File: config.mk
export PLATFORM = sky130hd
export DESIGN_NAME = int32_to_decimal_ascii_unit_flat
export DESIGN_NICKNAME = d
export VERILOG_FILES = /design/src/hdl/i2da_pkg.sv /design/src/hdl/i2da_channels.sv /design/src/hdl/i2da_datapath.sv /design/src/hdl/i2da_controller.sv /design/src/hdl/int32_to_decimal_ascii_unit.sv /design/src/flat_wrapper.sv
export SDC_FILE = /design/constraint.sdc
export NUM_CORES = 1
export LEC_CHECK = 0
export ABC_AREA = 1
export BUFFER_PORTS_ARGS = -buffer_cell sky130_fd_sc_hd__buf_2
export CELL_PAD_IN_SITES_DETAIL_PLACEMENT = 0
export CELL_PAD_IN_SITES_GLOBAL_PLACEMENT = 1
export CORE_MARGIN = 1
export CORE_UTILIZATION = 45
export DETAILED_ROUTE_END_ITERATION = 16
export GPL_TIMING_DRIVEN = 0
export PLACE_DENSITY_LB_ADDON = 0.1
export SLEW_MARGIN = 20
export SYNTH_ARGS = -nofsm -noshare
export SYNTH_HDL_FRONTEND = slang
export SYNTH_SLANG_ARGS = --single-unit
File: constraint.sdc
create_clock -name i_clk -period 2.1 [get_ports i_clk]
set_input_delay 0.105 -clock i_clk [delete_from_list [all_inputs] [get_ports i_clk]]
set_output_delay 0.105 -clock i_clk [all_outputs]
set_load 0.05 [all_outputs]
File: src/hdl/i2da_pkg.sv
// ----------------------------------------------------------------------------
// Integer to decimal text package
// Widths, character codes and controller/datapath signal groups.
// ----------------------------------------------------------------------------
package i2da_pkg;

    localparam int VALUE_W    = 32;
    localparam int CHAR_W     = 6;
    localparam int LEN_W      = 4;
    localparam int BCD_DIGITS = 10;
    localparam int POS_W      = 4;
    localparam int STEP_W     = 5;

    localparam logic [CHAR_W-1:0] DIGIT_BASE = 6'd48;
    localparam logic [CHAR_W-1:0] MINUS_CODE = 6'd45;

    typedef logic [BCD_DIGITS-1:0][3:0] t_bcd;

    typedef struct packed {
        logic load;
        logic shift;
        logic prep;
        logic advance;
    } t_dp_cmd;

    typedef struct packed {
        logic last;
    } t_dp_sts;

endpackage

File: src/hdl/i2da_channels.sv
// ----------------------------------------------------------------------------
// Integer to decimal text channels
// Valid/ready interfaces for the input value and the output characters.
// ----------------------------------------------------------------------------
interface i2da_in_if;
    import i2da_pkg::*;

    logic               valid;
    logic               ready;
    logic [VALUE_W-1:0] value;

    modport source (output valid, output value, input ready);
    modport sink   (input valid, input value, output ready);
endinterface

interface i2da_out_if;
    import i2da_pkg::*;

    logic              valid;
    logic              ready;
    logic [CHAR_W-1:0] character;
    logic [LEN_W-1:0]  text_length;
    logic              last;

    modport source (output valid, output character, output text_length, output last,
                    input ready);
    modport sink   (input valid, input character, input text_length, input last,
                    output ready);
endinterface

File: src/hdl/i2da_datapath.sv
// ----------------------------------------------------------------------------
// Integer to decimal text datapath
// Magnitude register, shift-and-add-3 BCD converter and character selection.
// ----------------------------------------------------------------------------
module i2da_datapath (
    input  logic                          i_clk,
    input  logic [i2da_pkg::VALUE_W-1:0]  i_value,
    input  i2da_pkg::t_dp_cmd             i_cmd,
    output i2da_pkg::t_dp_sts             o_sts,
    output logic [i2da_pkg::CHAR_W-1:0]   o_character,
    output logic [i2da_pkg::LEN_W-1:0]    o_text_length,
    output logic                          o_last
);
    import i2da_pkg::*;

    localparam int BCD_W = BCD_DIGITS * 4;

    logic [VALUE_W-1:0] r_bin, n_bin;
    t_bcd               r_bcd, n_bcd;
    logic               r_neg, n_neg;
    logic [LEN_W-1:0]   r_len, n_len;
    logic [POS_W-1:0]   r_pos, n_pos;
    logic               r_sign, n_sign;

    t_bcd               adj;
    logic [BCD_W-1:0]   adj_flat;
    logic [LEN_W-1:0]   ndig;

    always_comb begin
        for (int i = 0; i < BCD_DIGITS; i++) begin
            adj[i] = (r_bcd[i] >= 4'd5) ? r_bcd[i] + 4'd3 : r_bcd[i];
        end
        adj_flat = adj;
    end

    always_comb begin
        ndig = LEN_W'(1);
        for (int i = 0; i < BCD_DIGITS; i++) begin
            if (r_bcd[i] != 4'd0) begin
                ndig = LEN_W'(i + 1);
            end
        end
    end

    always_comb begin
        n_bin  = r_bin;
        n_bcd  = r_bcd;
        n_neg  = r_neg;
        n_len  = r_len;
        n_pos  = r_pos;
        n_sign = r_sign;
        if (i_cmd.load) begin
            n_neg = i_value[VALUE_W-1];
            n_bin = i_value[VALUE_W-1] ? (VALUE_W'(0) - i_value) : i_value;
            n_bcd = '0;
        end else if (i_cmd.shift) begin
            n_bcd = t_bcd'({adj_flat[BCD_W-2:0], r_bin[VALUE_W-1]});
            n_bin = {r_bin[VALUE_W-2:0], 1'b0};
        end else if (i_cmd.prep) begin
            n_pos  = POS_W'(ndig - LEN_W'(1));
            n_len  = ndig + LEN_W'(r_neg);
            n_sign = r_neg;
        end else if (i_cmd.advance) begin
            if (r_sign) begin
                n_sign = 1'b0;
            end else begin
                n_pos = r_pos - POS_W'(1);
            end
        end
    end

    always_ff @(posedge i_clk) begin
        r_bin  <= n_bin;
        r_bcd  <= n_bcd;
        r_neg  <= n_neg;
        r_len  <= n_len;
        r_pos  <= n_pos;
        r_sign <= n_sign;
    end

    assign o_character   = r_sign ? MINUS_CODE : DIGIT_BASE + CHAR_W'(r_bcd[r_pos]);
    assign o_text_length = r_len;
    assign o_last        = !r_sign && (r_pos == POS_W'(0));
    assign o_sts.last    = o_last;

endmodule

File: src/hdl/i2da_controller.sv
// ----------------------------------------------------------------------------
// Integer to decimal text controller
// Sequences load, 32 conversion steps, digit count and character output.
// ----------------------------------------------------------------------------
module i2da_controller (
    input  logic              i_clk,
    input  logic              i_rst_n,
    input  logic              i_in_valid,
    input  logic              i_out_ready,
    input  i2da_pkg::t_dp_sts i_sts,
    output i2da_pkg::t_dp_cmd o_cmd,
    output logic              o_in_ready,
    output logic              o_out_valid
);
    import i2da_pkg::*;

    localparam logic [1:0] S_IDLE = 2'd0;
    localparam logic [1:0] S_CONV = 2'd1;
    localparam logic [1:0] S_PREP = 2'd2;
    localparam logic [1:0] S_EMIT = 2'd3;

    localparam logic [STEP_W-1:0] LAST_STEP = STEP_W'(VALUE_W - 1);

    logic [1:0]        r_state, n_state;
    logic [STEP_W-1:0] r_step, n_step;

    always_comb begin
        n_state = r_state;
        n_step  = r_step;
        o_cmd   = '0;
        case (r_state)
            S_IDLE: begin
                if (i_in_valid) begin
                    o_cmd.load = 1'b1;
                    n_step     = '0;
                    n_state    = S_CONV;
                end
            end
            S_CONV: begin
                o_cmd.shift = 1'b1;
                n_step      = r_step + STEP_W'(1);
                if (r_step == LAST_STEP) begin
                    n_state = S_PREP;
                end
            end
            S_PREP: begin
                o_cmd.prep = 1'b1;
                n_state    = S_EMIT;
            end
            S_EMIT: begin
                if (i_out_ready) begin
                    o_cmd.advance = 1'b1;
                    if (i_sts.last) begin
                        n_state = S_IDLE;
                    end
                end
            end
            default: begin
                n_state = S_IDLE;
            end
        endcase
    end

    always_ff @(posedge i_clk) begin
        if (!i_rst_n) begin
            r_state <= S_IDLE;
            r_step  <= '0;
        end else begin
            r_state <= n_state;
            r_step  <= n_step;
        end
    end

    assign o_in_ready  = (r_state == S_IDLE);
    assign o_out_valid = (r_state == S_EMIT);

endmodule

File: src/hdl/int32_to_decimal_ascii_unit.sv
// Sequence: an accepted word passes through load, the 32-step shift-and-add-3
// converter and a digit-count step before its first character is offered.
// Each character word is then held on the output until it is accepted; a new
// value is accepted only after the last character of the previous one.
// Reset: synchronous active-low reset returns the controller to idle; no
// character is pending after reset.
// ----------------------------------------------------------------------------
// Integer to decimal text unit
// Converts a signed 32-bit word to its decimal ASCII character words.
// ----------------------------------------------------------------------------
module int32_to_decimal_ascii_unit (
    input  logic       i_clk,
    input  logic       i_rst_n,
    i2da_in_if.sink    i_in,
    i2da_out_if.source o_out
);
    import i2da_pkg::*;

    t_dp_cmd cmd;
    t_dp_sts sts;

    i2da_controller u_ctrl (
        .i_clk       (i_clk),
        .i_rst_n     (i_rst_n),
        .i_in_valid  (i_in.valid),
        .i_out_ready (o_out.ready),
        .i_sts       (sts),
        .o_cmd       (cmd),
        .o_in_ready  (i_in.ready),
        .o_out_valid (o_out.valid)
    );

    i2da_datapath u_dp (
        .i_clk         (i_clk),
        .i_value       (i_in.value),
        .i_cmd         (cmd),
        .o_sts         (sts),
        .o_character   (o_out.character),
        .o_text_length (o_out.text_length),
        .o_last        (o_out.last)
    );

endmodule

File: src/flat_wrapper.sv
// flat-port wrapper written by rule: the top's interface ports become plain ports
module int32_to_decimal_ascii_unit_flat import i2da_pkg::*;
  (i_clk, i_rst_n, i_in_valid, i_in_value, i_in_ready, o_out_valid, o_out_character, o_out_text_length, o_out_last, o_out_ready);
  i2da_in_if i_in_i ();
  i2da_out_if o_out_i ();
  input  logic i_clk;
  input  logic i_rst_n;
  input wire logic [$bits(i_in_i.valid)-1:0] i_in_valid;
  input wire logic [$bits(i_in_i.value)-1:0] i_in_value;
  output wire logic [$bits(i_in_i.ready)-1:0] i_in_ready;
  output wire logic [$bits(o_out_i.valid)-1:0] o_out_valid;
  output wire logic [$bits(o_out_i.character)-1:0] o_out_character;
  output wire logic [$bits(o_out_i.text_length)-1:0] o_out_text_length;
  output wire logic [$bits(o_out_i.last)-1:0] o_out_last;
  input wire logic [$bits(o_out_i.ready)-1:0] o_out_ready;
  assign i_in_i.valid = i_in_valid;
  assign i_in_i.value = i_in_value;
  assign i_in_ready = i_in_i.ready;
  assign o_out_valid = o_out_i.valid;
  assign o_out_character = o_out_i.character;
  assign o_out_text_length = o_out_i.text_length;
  assign o_out_last = o_out_i.last;
  assign o_out_i.ready = o_out_ready;
  int32_to_decimal_ascii_unit u_core (.i_clk(i_clk), .i_rst_n(i_rst_n), .i_in(i_in_i), .o_out(o_out_i));
endmodule
# Yosys cells after proc, flatten, opt, wreduce, memory -nomap -nowiden
# Cells that the tools add are included.
# totals
output_inout_bits,13
ff_bits,89
wordCells,119
# classes
n_eq_ne,9
muxes,43
magnitude_cmp,11
n_reduce_logical,21
add_sub_neg,16
bitwise_logic,2
# op_table
op,n
32-bit 2-to-1 mux,3
4-bit 2-to-1 mux,21
4-bit by 3-bit >= comparator with 1-bit output (second input constant),10
4-bit by 2-bit adder with 4-bit output (second input constant),9
4-bit nonzero test,9
1-bit by 32-bit subtractor with 32-bit output (first input constant),1
4-bit binary-select mux with 4-bit select,1
2-bit 2-to-1 mux,5
5-bit case mux with 2 select lines,1
1-bit 2-to-1 mux,8
2-bit case mux with 4 select lines,1
4-bit AND reduction,2
4-bit by 1-bit subtractor with 4-bit output (second input constant),2
5-bit by 5-bit adder with 6-bit output (first input constant),1
6-bit 2-to-1 mux,1
2-bit by 1-bit inequality test with 1-bit output (second input constant),3
3-bit AND reduction,2
2-bit nonzero test,3
5-bit by 1-bit adder with 5-bit output (second input constant),1
5-bit == test (second input constant),1
4-bit by 5-bit < comparator with 1-bit output (second input constant),1
5-bit 2-to-1 mux,1
4-bit by 1-bit adder with 4-bit output,1
2-bit == test (second input constant),2
10 further kinds,12

# Depth between registers and ports, before layout
# Gate-level depths: netlist of run 1.
# logic_depth
ltp_word,12
depth_mapped,16
depth_no_buf,16

# Cells and area by module
# A second synthesis of run 1 with hierarchy kept.
# unflattened
cells_unflattened,777
area_unflattened_um2,5794.3
# modules_own_cells
mod,n_inst,cells_each,area_each_um2
i2da_datapath,1,709,5346.4
i2da_controller,1,68,447.9

# Worst setup path before layout of run 1
# Ideal clock, no wire load.
# synth_timing
kind,register to register
start,register u_core.u_ctrl.r_state[1]
end,register u_core.u_dp.r_bin[0] (enable)
arrival_ns,1.913
slack_ns,-0.190
stages_incl_launch_ff,7
period_less_slack_ns,2.290
path_buffers,2
t_required_ns,1.723
path_cell_list,dfxtp_1 > inv_1 > ha_1 > nand2_1 > buf_2 > nand2_1 > buf_2
# synth_via
elab_chain_cells,3
word_cells_on_any_way,5
# synth_lines
element,line_no,rtl
"start, declared",i2da_controller.sv:24,"logic [1:0] r_state, n_state;"
"start signal, assigned",i2da_controller.sv:69,r_state <= n_state;
2-bit zero test,n/a,
via i_in_ready,flat_wrapper.sv:10,output wire logic [$bits(i_in_i.ready)-1:0] i_in_ready;
1-bit 2-to-1 mux,i2da_controller.sv:31,case (r_state)
2-bit nonzero test (no source line),n/a,
"end signal, assigned",i2da_datapath.sv:73,r_bin <= n_bin;
"end, declared",i2da_datapath.sv:18,"logic [VALUE_W-1:0] r_bin, n_bin;"
# The timed path passes the listed nets, and every way through them passes these cells.
# A chain may end at the register's enable or synchronous reset.

# Final worst setup path of run 1
# layout_timing
start,register u_core.u_dp.r_pos[0]
end,output o_out_character[0]
# layout_via
elab_chain_cells,4
# layout_lines
element,line_no,rtl
"start, declared",i2da_datapath.sv:22,"logic [POS_W-1:0] r_pos, n_pos;"
"start signal, assigned",i2da_datapath.sv:77,r_pos <= n_pos;
4-bit binary-select mux with 4-bit select,i2da_datapath.sv:81,assign o_character = r_sign ? MINUS_CODE : DIGIT_BASE + CHAR_W'(r_bcd[r_pos]);
4-bit 2-to-1 mux (not written as such),i2da_datapath.sv:81,
5-bit by 5-bit adder with 6-bit output,i2da_datapath.sv:81,
6-bit 2-to-1 mux,i2da_datapath.sv:81,
"end, declared",flat_wrapper.sv:12,output wire logic [$bits(o_out_i.character)-1:0] o_out_character;
# No other way between the ends. The select of a mux whose other input is x is not followed.

==> metrics.txt, run 1 <==
status complete, no violations; Clk Latency, worst-skew pair 340 ps; fraction of registers with async set/reset 0%; H-tree Lvls 3; Worst Setup Slack, final 93.77 ps; crit path DAT 1900 ps; required time worst endpoint 2000 ps; Syn Area/Cell 7.450 µm²; crit-path max cell delay 430 ps; CP Max Fanout 10; Synth Cell Area 0.005833 mm²; final wirelength 15940 µm; # placed instances 1002; Post-synth EDFFs 42; Detail Route Antenna Nets 0; Ys Warns 0; CTS sink cnt 89; max-slew violations 0; initial drt markers 300; CP max stage cell edfxtp_1; hpwl dp 11840 µm; Clk pwr share 19.9%; post-DR wirelength/cell 15.52 µm; Ports 49; total power 8.771 mW; Max clock buf depth 2; PD cells 1282 mW/mm²; Psw 3.775 mW; CORE AREA 0.01262 mm²; static leakage 2.907 nW; Cells after Synth 783; Worst setup SP type flop; GR met3 Demand/Resource 3.033%; peak supply drop 0.0005800 V; Tot GR Track Use 25.11%; final non-filler cell total 1027; initial antenna violation count 0; final setup fails 0; DIE WIDTH 115.9 µm; critical-path cell list clkbuf_2 > o21ai_0 > nand3_1 > nand3_1 > nand3_1 > clkbuf_4; Pint 4.995 mW; Main synth FF type dfxtp_1; vias in the first global route 5190; Rel. slew slack 51.56%; combinational share of power 45.6%; Hold WC Path Type primary input to flop; met2 Use GR 43.93%; Switching Share 43.05%; final core occ 54.19%; cell with the most instances after synthesis nand2_1; effective utilization at floorplan 46.22%; FF+latch count, synth 89; first-pass GRT wire length 25790 µm; worst slew pin tran 726.6 ps; unrepaired setup endpoints after global routing no; pin count of the biggest net entering global routing 42; Worst-path clk slew 60 ps; I/O Buffers 47; fin crit share 95.53%; DRC 0; Die Area 0.01342 mm²; Reg power frac 34.4%; max_cap viols 0; remaining global-route overflow 0; Worst Setup End Kind output port; most numerous cell on the critical path nand3_1; area leader, netlist edfxtp_1; Max Fclk 0.4984 GHz; top cell type's share of synthesized area 21.62%; Layout area overhead 17.25%; drt first pass iters 4; Vias/cell 5.270; Root Driver clkbuf_16; NumNets Final 920; CTS tree done; GP Congestion 0.8677; sequential fraction of the synthesis area 37.75%; layout cell share with drive strength beyond 1 19.06%; Final min period 2006 ps; Crit Path Class flop to output port; ranking of synthesized cells by area edfxtp_1 22%, dfxtp_1 16%, nand2_1 10%, o21ai_0 7.6%, ha_1 7.3%; row cnt 41; total nets after synthesis 853; synth cell count leaders 162 x nand2_1, 99 x inv_1, 89 x o21ai_0; DR vias 5412; Diodes inserted 0; pre-CTS WS -176.0 ps; met1 usage 32.45%; post-synthesis cell type count 47; Fin Hold WS 36.62 ps; Die H 115.9 µm; Layout Skew 6.499 ps; CTS Buf Count 9; GR peak layer met2; Final Hold Violating Endpoints 0
## power groups by stage
| stage | Combinational, mW | Clock, mW | Sequential, mW |
|---|---|---|---|
| global placement | 3.72 | 0 | 3.02 |
| CTS | 3.86 | 1.77 | 3.01 |
| finish | 4.00 | 1.75 | 3.02 |
| global route | 4.51 | 1.84 | 3.09 |
| floorplan | 2.59 | 0 | 3.07 |
| detailed placement | 3.78 | 0 | 3.04 |
## logic make-up (layout without fill, tap and decap cells)
family,after synthesis,after routing,share of synthesized area [%]
and+or+nand+nor,321,321,24.84
AOI/OAI and AO/OA,182,182,17.57
buffers and inverters,131,203,8.730
DFF,89,89,37.75
adders and majority gates,34,34,7.293
xor gates and xnor gates,25,25,3.754
other,1,1,0.06429
## routing by layer
| layer | wire length (µm) | vias to the layer above |
|---|---|---|
| met5 | 0 | - |
| met4 | 235 | 0 |
| met3 | 706 | 15 |
| met2 | 7661 | 117 |
| met1 | 7333 | 2517 |
| li1 | - | 2763 |
## stage by stage
step,TNS [ps],instance area (µm²)
global placement,-6378,6286
floorplan,0,5836
finish,0,6839
global route,0,6839
detailed placement,-9467,6286
CTS,0,6659
## final timing paths
check,start,endpoint,slack (ps),cells past startpoint
setup / recovery,u_core.u_dp.r_pos[0],o_out_character[0],90,6
hold / removal,i_rst_n,u_core.u_ctrl.r_state[1],40,3
hold reg to reg,u_core.u_ctrl.r_step[4],u_core.u_ctrl.r_step[4],470,2
setup reg to reg,u_core.u_dp.r_bcd[9],u_core.u_dp.r_pos[2],140,15
## placed cells by master, fill, tap and decap left out, types with 6 or more instances in the layout
master	n
nand2_1	158
inv_1	88
o21ai_0	87
nand3_1	62
buf_2	48
a21oi_1	45
edfxtp_1	42
nor2_1	41
dfxtp_1	38
ha_1	27
xor2_1	21
buf_4	14
a31oi_1	12
nor2_2	10
inv_2	10
o32ai_1	9
clkbuf_16	9
nor3_1	8
nand2_2	7
clkbuf_1	7
o31ai_1	7
o22ai_1	7
nand4_1	6
clkbuf_2	6
or2_2	6
## final cells by class
type | instances | area, µm²
Fill cell | 1280 | 5781
Buffer | 26 | 141.4
Timing Repair Buffer | 58 | 331.6
Multi-Input combinational cell | 563 | 3209
Inverter | 103 | 396.6
Clock inverter | 7 | 93.84
Sequential cell | 89 | 2226
Tap cell | 172 | 215.2
Clock buffer | 9 | 225.2
## repair_timing
action,CTS,global route
pin swaps,1,4
endpoints found under the setup margin,73,66
gates resized for setup,20,59
hold buffers,0,0
buffers inserted,1,10
cloned,0,0
## registers in the layout (all words and copies together), names as in the netlist
name and cells:
u_core.u_ctrl.r_state 2, u_core.u_dp.r_bcd 40, u_core.u_dp.r_neg 1, u_core.u_ctrl.r_step 5
u_core.u_dp.r_bin 32, u_core.u_dp.o_text_length 4, u_core.u_dp.r_sign 1, u_core.u_dp.r_pos 4
## critical path, delay by kind of cell, from the launching register on
kind	cells	cell delay, ps
and+or+nand+nor	3	330
buffers and inverters	2	500
DFF	1	430
AOI/OAI and AO/OA	1	300
(Power assumes the default switching activity.)
==> run 2: changes to the inputs <==
- REMOVE_ABC_BUFFERS: not set -> 1
==> run 2 against run 1 <==
Net effect:
- via count is essentially flat
- sequential share of layout area decreased by 0.23 points
- largest power group unchanged
- largest cell class unchanged
- combinational power grew 1%
- clock power up 6%
- global-route usage fell by 1.2 points
- power is 1.8% higher
- clock skew increased by 2.8 ps
==> metrics.txt, run 2 (synthesis results as in run 1) <==
DR vias 5415 (was 5412); DIE WIDTH 115.9 µm (unchanged); first-pass GRT wire length 24440 µm (was 25790 µm); CORE AREA 0.01262 mm² (unchanged); Die H 115.9 µm (unchanged); Layout Skew 9.287 ps (was 6.499 ps); r2r worst-path depth 13 (was 15); Worst Setup End Kind flop (was output port); final setup fails 0 (unchanged); Diodes inserted 0 (unchanged); CTS tree done (unchanged); drt first pass iters 5 (was 4); vias in the first global route 5054 (was 5190); # hold bufs at CTS 0 (unchanged); hpwl dp 9858 µm (was 11840 µm); Critical R2R Capture u_core.u_dp.r_pos[2] (unchanged); CP Max Fanout 5 (was 10); required time worst endpoint 2200 ps (was 2000 ps); Worst-path clk slew 70 ps (was 60 ps); max_cap viols 0 (unchanged); Detail Route Antenna Nets 0 (unchanged); Top Registers u_core.u_dp.r_bcd: 40 flops, u_core.u_dp.r_bin: 32 flops, u_core.u_ctrl.r_step: 5 flops (unchanged); CTS Buf Count 9 (unchanged); TNS Setup 0 ps (unchanged); initial antenna violation count 0 (unchanged); most frequent cells in the layout 157 x nand2_1, 91 x inv_1, 87 x o21ai_0 (was 158 x nand2_1, 88 x inv_1, 87 x o21ai_0); H-tree Lvls 3 (unchanged); Max Fclk 0.4985 GHz (was 0.4984 GHz); GP Congestion 0.8140 (was 0.8677); NumNets Final 902 (was 920); Reg power frac 34.1% (was 34.4%); unrepaired setup endpoints after global routing yes (was no); row cnt 41 (unchanged); peak supply drop 0.0005251 V (was 0.0005800 V); PD cells 1302 mW/mm² (was 1282 mW/mm²); combinational share of power 45.3% (was 45.6%); final wirelength 15300 µm (was 15940 µm); post-DR wirelength/cell 15.16 µm (was 15.52 µm); effective utilization at floorplan 46.22% (unchanged); worst slew pin tran 628.8 ps (was 726.6 ps); Tot GR Track Use 23.92% (was 25.11%); remaining global-route overflow 0 (unchanged); fillers 1245 (was 1280); fin crit share 95.52% (was 95.53%); Final Hold Violating Endpoints 0 (unchanged); Crit Path Class flop to flop (was flop to output port); CTS sink cnt 89 (unchanged); Vias/cell 5.367 (was 5.270); commonest non-fill, non-tap cell in the layout nand2_1 (unchanged); final non-filler cell total 1009 (was 1027); Clk Latency, worst-skew pair 350 ps (was 340 ps); max-slew violations 0 (unchanged); I/O Buffers 47 (unchanged); Switching Share 42.89% (was 43.05%); Hold WC Path Type primary input to flop (unchanged); DRC 0 (unchanged); Worst setup SP type flop (unchanged); crit path DAT 2110 ps (was 1900 ps); r2r startpoint u_core.u_dp.r_bcd[16] (was u_core.u_dp.r_bcd[9]); Ports 49 (unchanged); initial drt markers 253 (was 300); pin count of the biggest net entering global routing 35 (was 42); Pint 5.100 mW (was 4.995 mW); worst hold stages 3 (unchanged); Largest register FFs 40 (unchanged); # placed instances 974 (was 1002); R2R Setup Slk 90 ps (was 140 ps); Rel. slew slack 58.08% (was 51.56%); layout cell share with drive strength beyond 1 18.04% (was 19.06%); Reg with most FFs u_core.u_dp.r_bcd (unchanged); Max clock buf depth 2 (unchanged); status complete, no violations (unchanged); Psw 3.829 mW (was 3.775 mW); hold endpoint u_core.u_ctrl.r_state[0] (was u_core.u_ctrl.r_state[1]); Clk pwr share 20.7% (was 19.9%); Final min period 2006 ps (about the same); Hold Path Origin i_rst_n (unchanged); static leakage 2.883 nW (was 2.907 nW); Die Area 0.01342 mm² (unchanged); Layout area overhead 17.57% (was 17.25%); Root Driver clkbuf_16 (unchanged)
==> run 2: repair_timing <==
item | in CTS | in global routing
setup buffers | 11 | 4
resized for setup | 35 | 26
pin swaps | 4 | 5
setup endpoints to repair | 104 | 20
cloned | 4 | 0
==> run 2: worst max-delay path, stage by stage (launching register included) <==
cell     delay [ps]
dfxtp_2         380
inv_1           100
ha_1            240
nand2_1         100
inv_1            40
nand2_1          60
nand2_1          40
nand2_1          70
nand2_1          60
nand2_2          80
nand3_2          80
and2_4          160
ha_1            190
xor2_1          150
==> run 2: area by class of cell <==
type / count / area (µm²) / area share (%)
multi-input cells: 566 / 3288 / 47.95
flip-flops and latches: 89 / 2216 / 32.31
inverters: 103 / 401.6 / 5.857
repair buffers: 62 / 391.6 / 5.711
clock buffers: 10 / 250.2 / 3.649
well taps: 172 / 215.2 / 3.138
clock inverters: 6 / 87.58 / 1.277
repair inverters: 1 / 7.507 / 0.1095
==> run 2: per-stage QoR <==
stage | utilization (%) | area (µm²) | hold WS (ps) | worst slack, ps | total power, mW
floorplan | - | 5710 | 203.9 | -1904 | 5.564
global placement | 48.82 | 6161 | 383.2 | -3524 | 6.457
detailed placement | 48.96 | 6178 | 388.8 | -826.4 | 6.620
CTS | 53.44 | 6744 | 8.189 | 2.041 | 8.848
global route | 54.34 | 6858 | 26.48 | 1.133 | 9.599
finish | 54.34 | 6858 | 20.29 | 94.17 | 8.929
==> run 2: how the worst max path moves through the flow <==
stage	startpoint	to	slack, ps	cells after the start
floorplan	u_core.u_ctrl.r_state[0]	u_core.u_dp.r_pos[0]	-1900	6
global route	u_core.u_dp.r_pos[0]	o_out_character[2]	1	9
global placement	u_core.u_ctrl.r_state[0]	u_core.u_dp.r_pos[2]	-3520	6
detailed placement	u_core.u_ctrl.r_state[1]	u_core.u_dp.r_pos[2]	-830	6
finish	u_core.u_dp.r_bcd[16]	u_core.u_dp.r_pos[2]	90	13
CTS	u_core.u_dp.r_pos[0]	o_out_character[0]	2	9
==> run 2: power by group through the flow <==
stage	logic (mW)	clock network, mW	registers [mW]
after floorplan	2.46	0	3.10
after global placement	3.40	0	3.06
after detailed placement	3.55	0	3.07
after CTS	3.93	1.88	3.03
after global routing	4.54	1.94	3.12
final	4.04	1.85	3.04
==> run 2: routing by layer <==
layer  up-vias  wire [µm]  GRT usage (%)
met5         -          0              0
met2       119       7467          42.22
met1      2531       6819          28.81
met4         0        377          10.77
met3        22        633          3.400
li1       2743          -              -
